`src/hdl/wag_pkg.sv`:
```
// Package for the window-apply block: widths, window constants, item types,
// the back-end state codes and the quarter-wave cosine table builder.
// No dependencies.
`default_nettype none
package wag_pkg;

    // Fixed sizes of the datapath
    localparam int PHASE_BITS  = 16;
    localparam int SAMPLE_BITS = 16;
    localparam int MAX_LENGTH  = 4096;
    localparam int COS_LOG2    = 10;
    localparam int COS_DEPTH   = 1 << COS_LOG2;
    localparam int COS_AW      = COS_LOG2 + 1;
    localparam int IDX_SHIFT   = PHASE_BITS - 2 - COS_LOG2;
    localparam int LEN_W       = 13;
    localparam int IDX_W       = 12;
    localparam int SUM_W       = 28;
    localparam int SQ_W        = 43;
    localparam int COEF_W      = 16;

    // Serial divider sizes
    localparam int DIV_W  = 71;
    localparam int DIVR_W = 56;
    localparam int QUO_W  = 18;
    localparam int CNT_W  = 7;

    // Q15 window constants
    localparam int ONE_Q15 = 32768;
    localparam int C_HALF  = 16384;
    localparam int C_054   = 17695;
    localparam int C_046   = 15073;
    localparam int C_042   = 13763;
    localparam int C_008   = 2621;

    // Register map
    localparam logic [1:0] REG_KIND    = 2'd0;
    localparam logic [1:0] REG_LENGTH  = 2'd1;
    localparam logic [1:0] REG_COMPLEX = 2'd2;

    typedef enum logic [1:0] {
        KIND_RECT,
        KIND_HANN,
        KIND_HAMMING,
        KIND_BLACKMAN
    } kind_t;

    typedef enum logic [3:0] {
        ST_IDLE,
        ST_DIVSTEP,
        ST_ROM,
        ST_MUL,
        ST_COEF,
        ST_APPLY,
        ST_GMUL,
        ST_GDIV_CG,
        ST_GDIV_NB,
        ST_OUT
    } back_state_t;

    typedef struct packed {
        logic signed [SAMPLE_BITS-1:0] sample_real;
        logic signed [SAMPLE_BITS-1:0] sample_imag;
    } in_item_t;

    typedef struct packed {
        logic signed [SAMPLE_BITS-1:0] windowed_real;
        logic signed [SAMPLE_BITS-1:0] windowed_imag;
        logic [COEF_W-1:0]             window_coefficient;
        logic                          last_in_window;
        logic [15:0]                   mean_gain;
        logic [15:0]                   noise_bandwidth_bins;
        logic                          gain_error;
    } out_item_t;

    // Settings handed from the register file to the back end
    typedef struct packed {
        kind_t             kind;
        logic [LEN_W-1:0]  len;
        logic              is_complex;
        logic              restart;
    } cfg_t;

    typedef logic [15:0] cos_rom_t [0:COS_DEPTH];

    // Quarter-wave cosine in Q15 from a Q30 Taylor series through x^18
    function automatic cos_rom_t build_cos_table();
        cos_rom_t    tab;
        logic [63:0] x;
        logic [63:0] x2;
        logic [63:0] t;
        longint      acc;
        longint      e;
        for (int k = 0; k <= COS_DEPTH; k++) begin
            x   = (64'd1686629713 * 64'(k) + 64'(COS_DEPTH / 2)) / 64'(COS_DEPTH);
            x2  = (x * x) >> 30;
            t   = 64'd1 << 30;
            acc = $signed(t);
            for (int n = 1; n <= 9; n++) begin
                t = ((t * x2) >> 30) / 64'((2 * n - 1) * (2 * n));
                if (n[0]) acc = acc - $signed(t);
                else acc = acc + $signed(t);
            end
            if (acc < 0) acc = 0;
            e = (acc + 16384) >>> 15;
            if (e > ONE_Q15) e = ONE_Q15;
            tab[k] = 16'(e);
        end
        return tab;
    endfunction

endpackage
`default_nettype wire

```
`src/hdl/wag_front.sv`:
```
// Front end: two-entry input queue that takes items from the input channel
// and holds them for the back end. Depends on wag_pkg.
`default_nettype none
module wag_front (
    input  wire logic              aclk,
    input  wire logic              aresetn,
    input  wire logic              s_valid,
    output logic                   s_ready,
    input  wire wag_pkg::in_item_t s_payload,
    output logic                   q_valid,
    output wag_pkg::in_item_t      q_item,
    input  wire logic              q_pop
);
    import wag_pkg::*;

    in_item_t   slot_reg [0:1];
    logic       wr_ptr_reg, rd_ptr_reg;
    logic [1:0] count_reg;
    logic       push;

    assign s_ready = (count_reg != 2'd2);
    assign push    = s_valid && s_ready;
    assign q_valid = (count_reg != 2'd0);
    assign q_item  = slot_reg[rd_ptr_reg];

    // pointers and fill level
    always_ff @(posedge aclk) begin
        if (!aresetn) begin
            wr_ptr_reg <= 1'b0;
            rd_ptr_reg <= 1'b0;
            count_reg  <= 2'd0;
        end else begin
            if (push) wr_ptr_reg <= ~wr_ptr_reg;
            if (q_pop) rd_ptr_reg <= ~rd_ptr_reg;
            if (push && !q_pop) count_reg <= count_reg + 2'd1;
            else if (!push && q_pop) count_reg <= count_reg - 2'd1;
        end
    end

    // item storage
    always_ff @(posedge aclk) begin
        if (push) slot_reg[wr_ptr_reg] <= s_payload;
    end

endmodule
`default_nettype wire

```
`config.mk`:
```
export PLATFORM = sky130hd
export DESIGN_NAME = wag_front
export DESIGN_NICKNAME = d
export VERILOG_FILES = /design/src/hdl/wag_pkg.sv /design/src/hdl/wag_front.sv
export SDC_FILE = /design/constraint.sdc
export NUM_CORES = 1
export LEC_CHECK = 0
export CAP_MARGIN = 20
export CORE_MARGIN = 3
export CORE_UTILIZATION = 35
export CTS_BUF_LIST = sky130_fd_sc_hd__clkbuf_4 sky130_fd_sc_hd__clkbuf_8
export DETAILED_ROUTE_END_ITERATION = 6
export DONT_BUFFER_PORTS = 1
export HOLD_SLACK_MARGIN = 0.06
export SKIP_CTS_REPAIR_TIMING = 1
export SYNTH_ARGS = -nofsm -noshare
export SYNTH_HDL_FRONTEND = slang
export SYNTH_SLANG_ARGS = --single-unit
export TNS_END_PERCENT = 100
```
`constraint.sdc`:
```
create_clock -name aclk -period 4.36 [get_ports aclk]
set_input_delay 0.436 -clock aclk [delete_from_list [all_inputs] [get_ports aclk]]
set_output_delay 0.436 -clock aclk [all_outputs]
set_load 0.01 [all_outputs]
```
==> results by group, run 1 <==
Critical path
  – Crit start category: flip-flop
  – Critical-path top delay cell: dfxtp_1
  – WP data arrival: between 1500 and 2000 ps
  – Slowest stage delay, CP: ~650 ps
  – CP Capture Type: output port
  – CP cell instances: buf_4 > mux2_2
  – Crit-path max FO: 20
  – Critical path's top delay family: flip-flops
  – CP Class: flip-flop to output port
  – WP data required: 3920 ps
  – Bufs and invs on worst path: 1

Pwr
  – Sequential Power Share: 0.555
  – Part of the power in the clock network: 0.328
  – Net Sw Frac: 0.236
  – P_int: 1.13 mW
  – Worst vdd ir: 0.000212 V
  – Comb pwr share: 0.116
  – NetSw: roughly 0.35 mW
  – LEAKAGE: between 0.9 and 1 nW
  – Pwr/cell area: between 500 and 600 nW/um^2

Routing
  – Vias per cell: between 4 and 5
  – 1st-pass router iterations: 3
  – Drt drc: 0
  – Wire per inst: 18.1 um
  – Final antenna-violating net count: 0
  – Vias post-DR: 1103
  – DRT iter0 DRCs: 46
  – Post-Route WL: 4250 um

STA
  – Max Clock Freq: 0.452 GHz
  – RSZ-0062 raised after global routing: false
  – Minimum clock period: ~2200 ps
  – Setup Skew: 5.78 ps
  – TNS Setup: 0 ps
  – Slew Viols, Final: 0
  – Max_slew headroom: 0.586
  – Worst slew pin tran: approximately 620 ps
  – Setup-failing EPs final: 0
  – Period utilization: 0.507
  – Fin. Hold Viols: 0

GRT
  – Largest net degree at the start of global routing: 33
  – Antenna violations before repair: 0
  – First-pass GRT wire length: 6410 um
  – Vias in the first global route: 1222
  – Total gr overflow: 0
  – GR Util All Layers: 0.104

Yosys
  – Synthesized area: ~2600 sq um
  – Synth unique cells: 20
  – Post-synthesis net count: roughly 160
  – #FFs+latches synth: 69
  – Post-synthesis sequential area ratio: 0.793
  – Syn avg cell area: 20.6 sq um
  – Syn. warnings: 0
  – Synth Instances: ~120

Place
  – Placed instance count: approximately 220
  – Number of port buffers: 0
  – Placer congestion estimate: ~0.62
  – Final HPWL DP: 2880 um

Layout
  – Max FFs per register: 64
  – Final-stage net count: 171
  – Layout filler cell count: approximately 620
  – Antenna diodes: 0
  – Synth-to-layout area growth: 12.8%
  – Final cell count without fillers: 235
  – Share of layout cells above drive strength 1: 0.360

Clocking
  – Clock Pin Slew Worst Setup and Hold Paths: 70 ps
  – CTS tree: yes
  – Clock insertion delay at the later pin of the skew report: roughly 320 ps
  – Clock sinks: 69
  – H-tree Lvls: 3
  – Maximum root-to-sink buffer count: 2
  – TritonCTS Buffers: 9
  – Root Driver: clkbuf_8

Run
  – MaxCap Viol Count: 0

Status
  – Outcome: completed

Floorplanning
  – Starting Density: 0.367
  – Row Count: 30
  – Area of the die: ~8300 sq um
  – Chip width: 91.4 um
  – Die Y: a little over 90 um
  – Top Ports: 70
  – Placeable Area: a little under 7000 sq um

Worst hold path
  – HP Class: input port to flip-flop
logic make-up after synthesis:
family / count (synthesis) / synth area share
multiplexers: 32 / 0.141
flip-flops: 69 / 0.793
AND/OR/NAND/NOR: 9 / 0.0255
buffers and inverters: 6 / 0.0137
adder cells (fa/ha/maj): 1 / 0.00490
AO/OA/AOI/OAI: 4 / 0.0118
XOR/XNOR: 3 / 0.0103
worst reg2reg max path, cell delays in order (launching register included):
cell and delay, ps:
dfxtp_1 420, nand2b_4 200, nand3b_1 130, inv_1 490
buf_16 240
metrics by stage:
step / instance area [sq um] / util / hold WS [ps] / total power, mW / worst slack, ps
finish: 2880 / 0.414 / 201 / 1.48 / 2150
global route: 2880 / 0.414 / 170 / 1.55 / 2010
CTS: 2880 / 0.414 / 182 / 1.51 / 2080
detailed placement: 2690 / 0.387 / 535 / 1.02 / 2450
global placement: 2660 / 0.383 / 508 / 0.995 / 2440
floorplan: 2550 / - / 500 / 0.971 / 2580
power groups by stage:
stage	clock network (mW)	logic [mW]	registers, mW
after floorplan	0	0.142	0.829
after global placement	0	0.159	0.836
after detailed placement	0	0.178	0.840
after CTS	0.502	0.178	0.825
after global routing	0.528	0.189	0.831
final	0.487	0.173	0.824
cells in the mapped netlist, drive strengths merged:
cell type   n  area share
and3        1      0.0025
or3         1      0.0025
or2         1      0.0025
a21bo       1      0.0039
mux2       32        0.14
buf         3      0.0088
inv         2      0.0029
a21boi      2      0.0059
dfxtp       5       0.039
edfxtp     64        0.75
nand3b      1      0.0029
xor2        2      0.0069
clkbuf      1      0.0020
and2        4      0.0098
xnor2       1      0.0034
o21ai       1      0.0020
nand2b      1      0.0054
ha          1      0.0049
layout make-up:
type	instances	area [sq um]	share of cell area
clock buffer	9	124	0.0431
clock inverter	7	66.3	0.0231
inverter	2	7.51	0.00261
multi-input combinational	49	494	0.172
sequential	69	2020	0.703
tap	96	120	0.0418
timing repair buffer	3	42.5	0.0148
placed cells by master (no fill, tap or decap), drive strengths merged, types with 2 or more instances in the layout:
master	n
clkbuf	9
inv	2
clkinvlp	2
dfxtp	5
and2	4
a21boi	2
xor2	2
buf	3
mux2	32
clkinv	4
edfxtp	64
per-layer routing:
| metal | up-vias | GRT usage | share of wire |
|---|---|---|---|
| met3 | 4 | 0.0621 | 0.089 |
| met2 | 43 | 0.187 | 0.55 |
| met1 | 562 | 0.0909 | 0.35 |
| met4 | 0 | 0.0515 | 0.013 |
| met5 | - | 0 | 0 |
| li1 | 494 | - | - |
path summary, 6_finish.rpt:
check                            startpoint                         to  slack, ps  cells after the start
hold reg to reg   count_reg[1]$_SDFFE_PN0P_  count_reg[1]$_SDFFE_PN0P_        560                      2
setup reg to reg  count_reg[0]$_SDFFE_PN0P_  slot_reg[0][29]$_DFFE_PP_       2580                      4
hold / removal                 s_payload[5]   slot_reg[1][5]$_DFFE_PP_        200                      0
setup / recovery                  flip-flop                 q_item[18]       2150                      2
Note: power is estimated with default switching activity, not from simulation.
==> run 2: changes to the inputs <==
==> constraint.sdc (replaced) <==
create_clock -name aclk -period 2.3 [get_ports aclk]
set_input_delay 0.23 -clock aclk [delete_from_list [all_inputs] [get_ports aclk]]
set_output_delay 0.23 -clock aclk [all_outputs]
set_load 0.01 [all_outputs]
==> results by group, run 2 (synthesis results as in run 1) <==
STA
  – Minimum clock period: about 1900 ps
  – Worst slew pin tran: 540 ps (-80.6 ps)
  – Slew Viols, Final: 0 (unchanged)
  – Period utilization: 0.812
  – Fin. Hold Viols: 0 (unchanged)
  – Setup-failing EPs final: 0 (unchanged)
  – Setup Skew: 6.71 ps (+0.933 ps)
  – Max Clock Freq: between 0.5 and 0.6 GHz
  – TNS Setup: 0 ps (unchanged)
  – RSZ-0062 raised after global routing: false
  – Max_slew headroom: 0.640 (+0.0537)

Critical path
  – FF-to-FF Start: count_reg[0]$_SDFFE_PN0P_
  – Critical-path top delay cell: dfxtp_1
  – CP Class: flip-flop to output port
  – WP data arrival: 1640 ps (-140 ps)
  – CP Capture Type: output port
  – Crit start category: flip-flop
  – WP data required: 2070 ps (-1850 ps)
  – Bufs and invs on worst path: 1 (unchanged)
  – CP cell instances: buf_12 > mux2_2
  – Crit-path max FO: 22 (+10%)
  – Critical path's top delay family: flip-flops
  – Slowest stage delay, CP: 660 ps (about the same)

Clocking
  – Clock insertion delay at the later pin of the skew report: 330 ps (about the same)
  – CTS tree: yes
  – H-tree Lvls: 3 (unchanged)
  – Clock Pin Slew Worst Setup and Hold Paths: 70 ps (about the same)
  – Clock sinks: 69 (unchanged)
  – Root Driver: clkbuf_8
  – TritonCTS Buffers: 9 (unchanged)
  – Maximum root-to-sink buffer count: 2 (unchanged)

GRT
  – Antenna violations before repair: 0 (unchanged)
  – GR Util All Layers: 0.107 (+0.00276)
  – Vias in the first global route: 1235 (+1.1%)
  – First-pass GRT wire length: 6450 um (+0.64%)
  – Total gr overflow: 0 (unchanged)
  – Largest net degree at the start of global routing: 23 (-30%)

Pwr
  – P_int: 2.42 mW (+110%)
  – Part of the power in the clock network: 0.373 (+0.045)
  – NetSw: 0.675 mW (+93%)
  – Comb pwr share: 0.123 (+0.007)
  – Pwr/cell area: 948 nW/um^2 (+84%)
  – LEAKAGE: 1.12 nW (+19%)
  – Net Sw Frac: 0.218 (-0.0184)
  – Sequential Power Share: 0.504 (-0.051)
  – Worst vdd ir: 0.000561 V (+160%)

Worst hold path
  – Startpoint of the worst hold path: s_valid
  – HP Class: input port to flip-flop

Layout
  – Final-stage net count: 206 (+20%)
  – Commonest non-fill, non-tap cell in the layout: edfxtp_1
  – Finished Cell Area: 3270 sq um (+14%)
  – Storage cell area: 2020 sq um (unchanged)
  – Multi-input logic area: 494 sq um (unchanged)
  – Antenna diodes: 0 (unchanged)
  – Synth-to-layout area growth: 28.1%
  – Share of layout cells above drive strength 1: 0.305 (-0.0551)
  – Max FFs per register: 64 (unchanged)
  – Commonest cells after routing, fill and taps aside: 64 x edfxtp_1, 33 x dlygate4sd3_1, 30 x mux2_2, 9 x clkbuf_8, 5 x dfxtp_1
  – Layout filler cell count: 596 (-4.5%)

Place
  – Cell Area, Placed: 2690 sq um (+0.28%)
  – Final HPWL DP: 2950 um (+2.2%)
  – Number of port buffers: 0 (unchanged)
  – Placer congestion estimate: 0.616 (-0.44%)

Floorplanning
  – Die Y: 91.4 um (unchanged)
  – Top Ports: 70 (unchanged)
  – Starting Density: 0.367 (unchanged)
  – Chip width: 91.4 um (unchanged)
  – Row Count: 30 (unchanged)
  – Area of the die: 8350 sq um (unchanged)
  – Placeable Area: 6940 sq um (unchanged)

Routing
  – Post-Route WL: 4470 um (+5.2%)
  – Final antenna-violating net count: 0 (unchanged)
  – Wire per inst: 16.6 um (-8.4%)
  – DRT iter0 DRCs: 60 (+30%)
  – Vias post-DR: 1228 (+11%)
  – Vias per cell: 4.55 (-3.1%)
  – 1st-pass router iterations: 4 (+1)
  – Drt drc: 0 (unchanged)

Run
  – MaxCap Viol Count: 0 (unchanged)

Status
  – Outcome: completed
[run 2: cell count changes in the layout (fill, tap and decap cells not counted)]
cell and change:
buf_4 +2, clkinv_1 -1, clkinv_4 +1, clkinvlp_4 -2, dlygate4sd3_1 +33, buf_16 -1
bufinv_16 +2, clkinv_2 -1, buf_12 +1, clkbuf_4 +1
[run 2: final timing paths]
kind                               end  slack [ps]  depth (start not counted)
max                          q_item[5]         430                          2
min            wr_ptr_reg$_SDFFE_PN0N_         110                          2
max reg2reg  count_reg[1]$_SDFFE_PN0P_         740                          5
min reg2reg  count_reg[1]$_SDFFE_PN0P_         560                          2
[run 2: metal layers]
layer / GRT usage / vias to the layer above / wire length, um
met5: 0 / - / 0
met4: 0.0641 / 0 / 78
met2: 0.189 / 42 / 2520
li1: - / 569 / -
met3: 0.0605 / 8 / 262
met1: 0.0934 / 609 / 1610
[run 2: final cells by class]
| cell class | count | share of cell area |
|---|---|---|
| clock buffers | 10 | 0.0402 |
| clock inverters | 6 | 0.0341 |
| inverters | 2 | 0.00230 |
| multi-input cells | 49 | 0.151 |
| flip-flops and latches | 69 | 0.619 |
| well taps | 96 | 0.0368 |
| repair buffers | 38 | 0.116 |
[run 2: power groups by stage]
stage / Sequential [mW] / Clock, mW / Combinational, mW
2_1_floorplan: 1.57 / 0 / 0.269
6_report: 1.56 / 1.16 / 0.380
5_1_grt: 1.58 / 1.25 / 0.414
3_5_place_dp: 1.59 / 0 / 0.336
3_3_place_gp: 1.58 / 0 / 0.322
4_1_cts: 1.57 / 1.19 / 0.337
[run 2: through the flow]
stage               std cells  total power, mW  utilization  worst slack, ps  hold WS [ps]
floorplan                 124             1.84            -              524           329
global placement          221             1.90        0.388              803           329
detailed placement        221             1.93        0.388              737           329
CTS                       237             3.10        0.423              370         -28.9
global route              270             3.24        0.470              307           103
finish                    270             3.10        0.470              433           115
==> run 3: changes to the inputs <==
--- a/config.mk
+++ b/config.mk
@@ -5,6 +5,7 @@
 export SDC_FILE = /design/constraint.sdc
 export NUM_CORES = 1
 export LEC_CHECK = 0
+export ABC_AREA = 1
 export CAP_MARGIN = 20
 export CORE_MARGIN = 3
 export CORE_UTILIZATION = 35
==> constraint.sdc (replaced) <==
create_clock -name aclk -period 1.8 [get_ports aclk]
set_input_delay 0.18 -clock aclk [delete_from_list [all_inputs] [get_ports aclk]]
set_output_delay 0.18 -clock aclk [all_outputs]
set_load 0.01 [all_outputs]
==> results by group, run 3 <==
Pwr
  – Net Sw Frac: 0.210 (-0.00811)
  – Tot Pwr: 4.03 mW (+30%)
  – Comb pwr share: 0.117 (-0.006)
  – LEAKAGE: 1.26 nW (+13%)
  – NetSw: 0.846 mW (+25%)
  – Part of the power in the clock network: 0.399 (+0.026)
  – P_int: 3.19 mW (+31%)
  – Sequential Power Share: 0.483 (-0.021)
  – Worst vdd ir: 0.000428 V (-24%)
  – Pwr/cell area: 1170 nW/um^2 (+24%)

Clocking
  – H-tree Lvls: 3 (unchanged)
  – Clock sinks: 69 (unchanged)
  – Clock insertion delay at the later pin of the skew report: 340 ps (about the same)
  – Root Driver: clkbuf_8
  – CTS tree: yes
  – Maximum root-to-sink buffer count: 2 (unchanged)
  – TritonCTS Buffers: 9 (unchanged)
  – Clock Pin Slew Worst Setup and Hold Paths: 70 ps (about the same)

Critical path
  – CP cell instances: inv_1 > nand2_1 > nand2_4 > inv_1 > ha_1 > inv_1 > nand3_1 > nand2_1 > inv_1 > nor2_1
  – Crit start category: flip-flop
  – CP Class: flip-flop to flip-flop
  – Bufs and invs on worst path: 4 (+3)
  – R2R setup slack: 140 ps (-600 ps)
  – Crit-path max FO: 5 (-77%)
  – Critical path's top delay family: simple AND/OR/NAND/NOR gates
  – Critical-path top delay cell: dfxtp_1
  – Critical path's most frequent cell: inv_1
  – CP Capture Type: flip-flop
  – Slowest stage delay, CP: 310 ps (-350 ps)
  – WP data required: 2060 ps (about the same)
  – WP data arrival: 1920 ps (+280 ps)

Routing
  – Drt drc: 0 (unchanged)
  – Final antenna-violating net count: 0 (unchanged)
  – 1st-pass router iterations: 4 (unchanged)
  – Post-Route WL: 4530 um (+1.3%)
  – Vias per cell: 4.48 (-1.5%)
  – Vias post-DR: 1272 (+3.6%)
  – DRT iter0 DRCs: 57 (-5.0%)
  – Wire per inst: 16.0 um (-3.7%)

Floorplanning
  – Die Y: 93.8 um (+2.7%)
  – Placeable Area: 7370 sq um (+6.1%)
  – Row Count: 31 (+3.3%)
  – Starting Density: 0.366 (-0.00117)
  – Area of the die: 8800 sq um (+5.4%)
  – Top Ports: 70 (unchanged)
  – Chip width: 93.8 um (+2.7%)

Yosys
  – Post-synthesis net count: 173 (+7.5%)
  – Syn avg cell area: 19.8 sq um (-3.5%)
  – Largest cells by area after synthesis: edfxtp_1 71%, mux2_4 17%, dfxtp_1 3.7%, buf_12 2.2%, nand2_1 1.3%
  – Synthesized area: 2700 sq um (+5.8%)
  – Asr flop ratio synth: 0 (unchanged)
  – Syn. warnings: 0 (unchanged)
  – #FFs+latches synth: 69 (unchanged)
  – Area fraction of the dominant cell type after synthesis: 0.712 (-0.0412)
  – List of most frequent post-synthesis cells: 64 x edfxtp_1, 30 x mux2_4, 9 x nand2_1
  – Synth Instances: 136 (+9.7%)
  – Number of flops mapped to enable cells by yosys: 64 (unchanged)
  – Top_reg_cell synth: edfxtp_1
  – Synth unique cells: 14 (-30%)
  – Post-synthesis sequential area ratio: 0.749 (-0.0434)
  – Most common cell in the netlist: edfxtp_1
  – Synth area leader: edfxtp_1

GRT
  – Vias in the first global route: 1238 (+0.24%)
  – Antenna violations before repair: 0 (unchanged)
  – Largest net degree at the start of global routing: 33 (+43%)
  – First-pass GRT wire length: 6660 um (+3.2%)
  – GR Util All Layers: 0.105 (-0.00202)
  – Total gr overflow: 0 (unchanged)

Place
  – Place WS: 20.2 ps (-716 ps)
  – Number of port buffers: 0 (unchanged)
  – Final HPWL DP: 2950 um (about the same)
  – Placer congestion estimate: 0.614 (-0.41%)

STA
  – Max Clock Freq: 0.603 GHz
  – Minimum clock period: between 1500 and 2000 ps
  – TNS Setup: 0 ps (unchanged)
  – Setup Skew: 8.75 ps (+2.04 ps)
  – Period utilization: 0.921
  – Fin. Hold Viols: 0 (unchanged)
  – Max_slew headroom: 0.793 (+0.153)
  – Slew Viols, Final: 0 (unchanged)
  – Worst setup slack after layout: 142 ps (-290 ps)
  – Worst slew pin tran: 310 ps (-229 ps)
  – Setup-failing EPs final: 0 (unchanged)
  – RSZ-0062 raised after global routing: false

Layout
  – Layout filler cell count: 636 (+6.7%)
  – Final-stage net count: 217 (+5.3%)
  – Synth-to-layout area growth: 27.4%
  – Max FFs per register: 64 (unchanged)
  – Commonest cells after routing, fill and taps aside: 64 x edfxtp_1, 34 x dlygate4sd3_1, 30 x mux2_4, 9 x clkbuf_8
  – Commonest non-fill, non-tap cell in the layout: edfxtp_1
  – Antenna diodes: 0 (unchanged)
  – Share of layout cells above drive strength 1: 0.292 (-0.0127)
  – Storage cell area: 2020 sq um (about the same)
  – Multi-input logic area: 598 sq um (+21%)

Run
  – MaxCap Viol Count: 0 (unchanged)

Worst hold path
  – HP Class: input port to flip-flop

Status
  – Outcome: completed
[run 3: changes by cell type after synthesis, moves of 2 or more]
cell     previous run  this run
and2_1              4         0
buf_12              0         3
buf_4               3         0
inv_1               2         8
mux2_1              2         0
mux2_2             30         2
mux2_4              0        30
nand2_1             0         9
nor2_1              0         8
xor2_1              2         0
[run 3: worst paths after layout]
path | start | endpoint | depth (start not counted)
max | count_reg[0]$_SDFFE_PN0P_ | count_reg[1]$_SDFFE_PN0P_ | 10
max reg2reg | count_reg[0]$_SDFFE_PN0P_ | count_reg[1]$_SDFFE_PN0P_ | 10
min reg2reg | rd_ptr_reg$_SDFFE_PN0P_ | rd_ptr_reg$_SDFFE_PN0P_ | 2
min | q_pop | count_reg[0]$_SDFFE_PN0P_ | 3
[run 3: power by group through the flow]
| stage | registers, mW | logic (mW) | clock network (mW) |
|---|---|---|---|
| 6_report | 1.95 | 0.474 | 1.61 |
| 4_1_cts | 1.95 | 0.409 | 1.65 |
| 5_1_grt | 1.96 | 0.508 | 1.72 |
| 3_3_place_gp | 1.98 | 0.388 | 0 |
| 3_5_place_dp | 1.98 | 0.408 | 0 |
| 2_1_floorplan | 1.97 | 0.337 | 0 |
[run 3: per-layer routing]
layer | track usage | vias up | routed length (um)
met4 | 0.0650 | 0 | 139
met1 | 0.103 | 617 | 1800
li1 | - | 594 | -
met3 | 0.0545 | 12 | 211
met5 | 0 | - | 0
met2 | 0.174 | 49 | 2380
[run 3: stage by stage]
step                      hold slack [ps]  cells  area (sq um)   util
after CTS                           -90.4    250          3090  0.419
after floorplan                       279    136          2700      -
after detailed placement              279    234          2830  0.384
after global placement                279    234          2830  0.384
after global routing                  162    284          3440  0.466
final                                 166    284          3440  0.466
[run 3: worst min-delay path: cells and delay by family]
family | cells | cell delay [ps]
buffers and inverters | 1 | 40
AOI/OAI and AO/OA | 1 | 70
adders and majority gates | 1 | 170
[run 3: final cells by class]
| class | count | share of cell area |
|---|---|---|
| multi-input combinational | 55 | 0.174 |
| sequential | 69 | 0.589 |
| clock buffer | 9 | 0.0360 |
| clock inverter | 7 | 0.0400 |
| inverter | 8 | 0.00874 |
| timing repair buffer | 37 | 0.116 |
| tap | 99 | 0.0360 |
[run 3: cells by family after synthesis]
| kind of cell | count (synthesis) | share of synthesized area |
|---|---|---|
| flip-flops | 69 | 0.749 |
| adder cells (fa/ha/maj) | 1 | 0.00464 |
| buffers and inverters | 12 | 0.0376 |
| AO/OA/AOI/OAI | 3 | 0.00556 |
| AND/OR/NAND/NOR | 19 | 0.0278 |
| multiplexers | 32 | 0.175 |
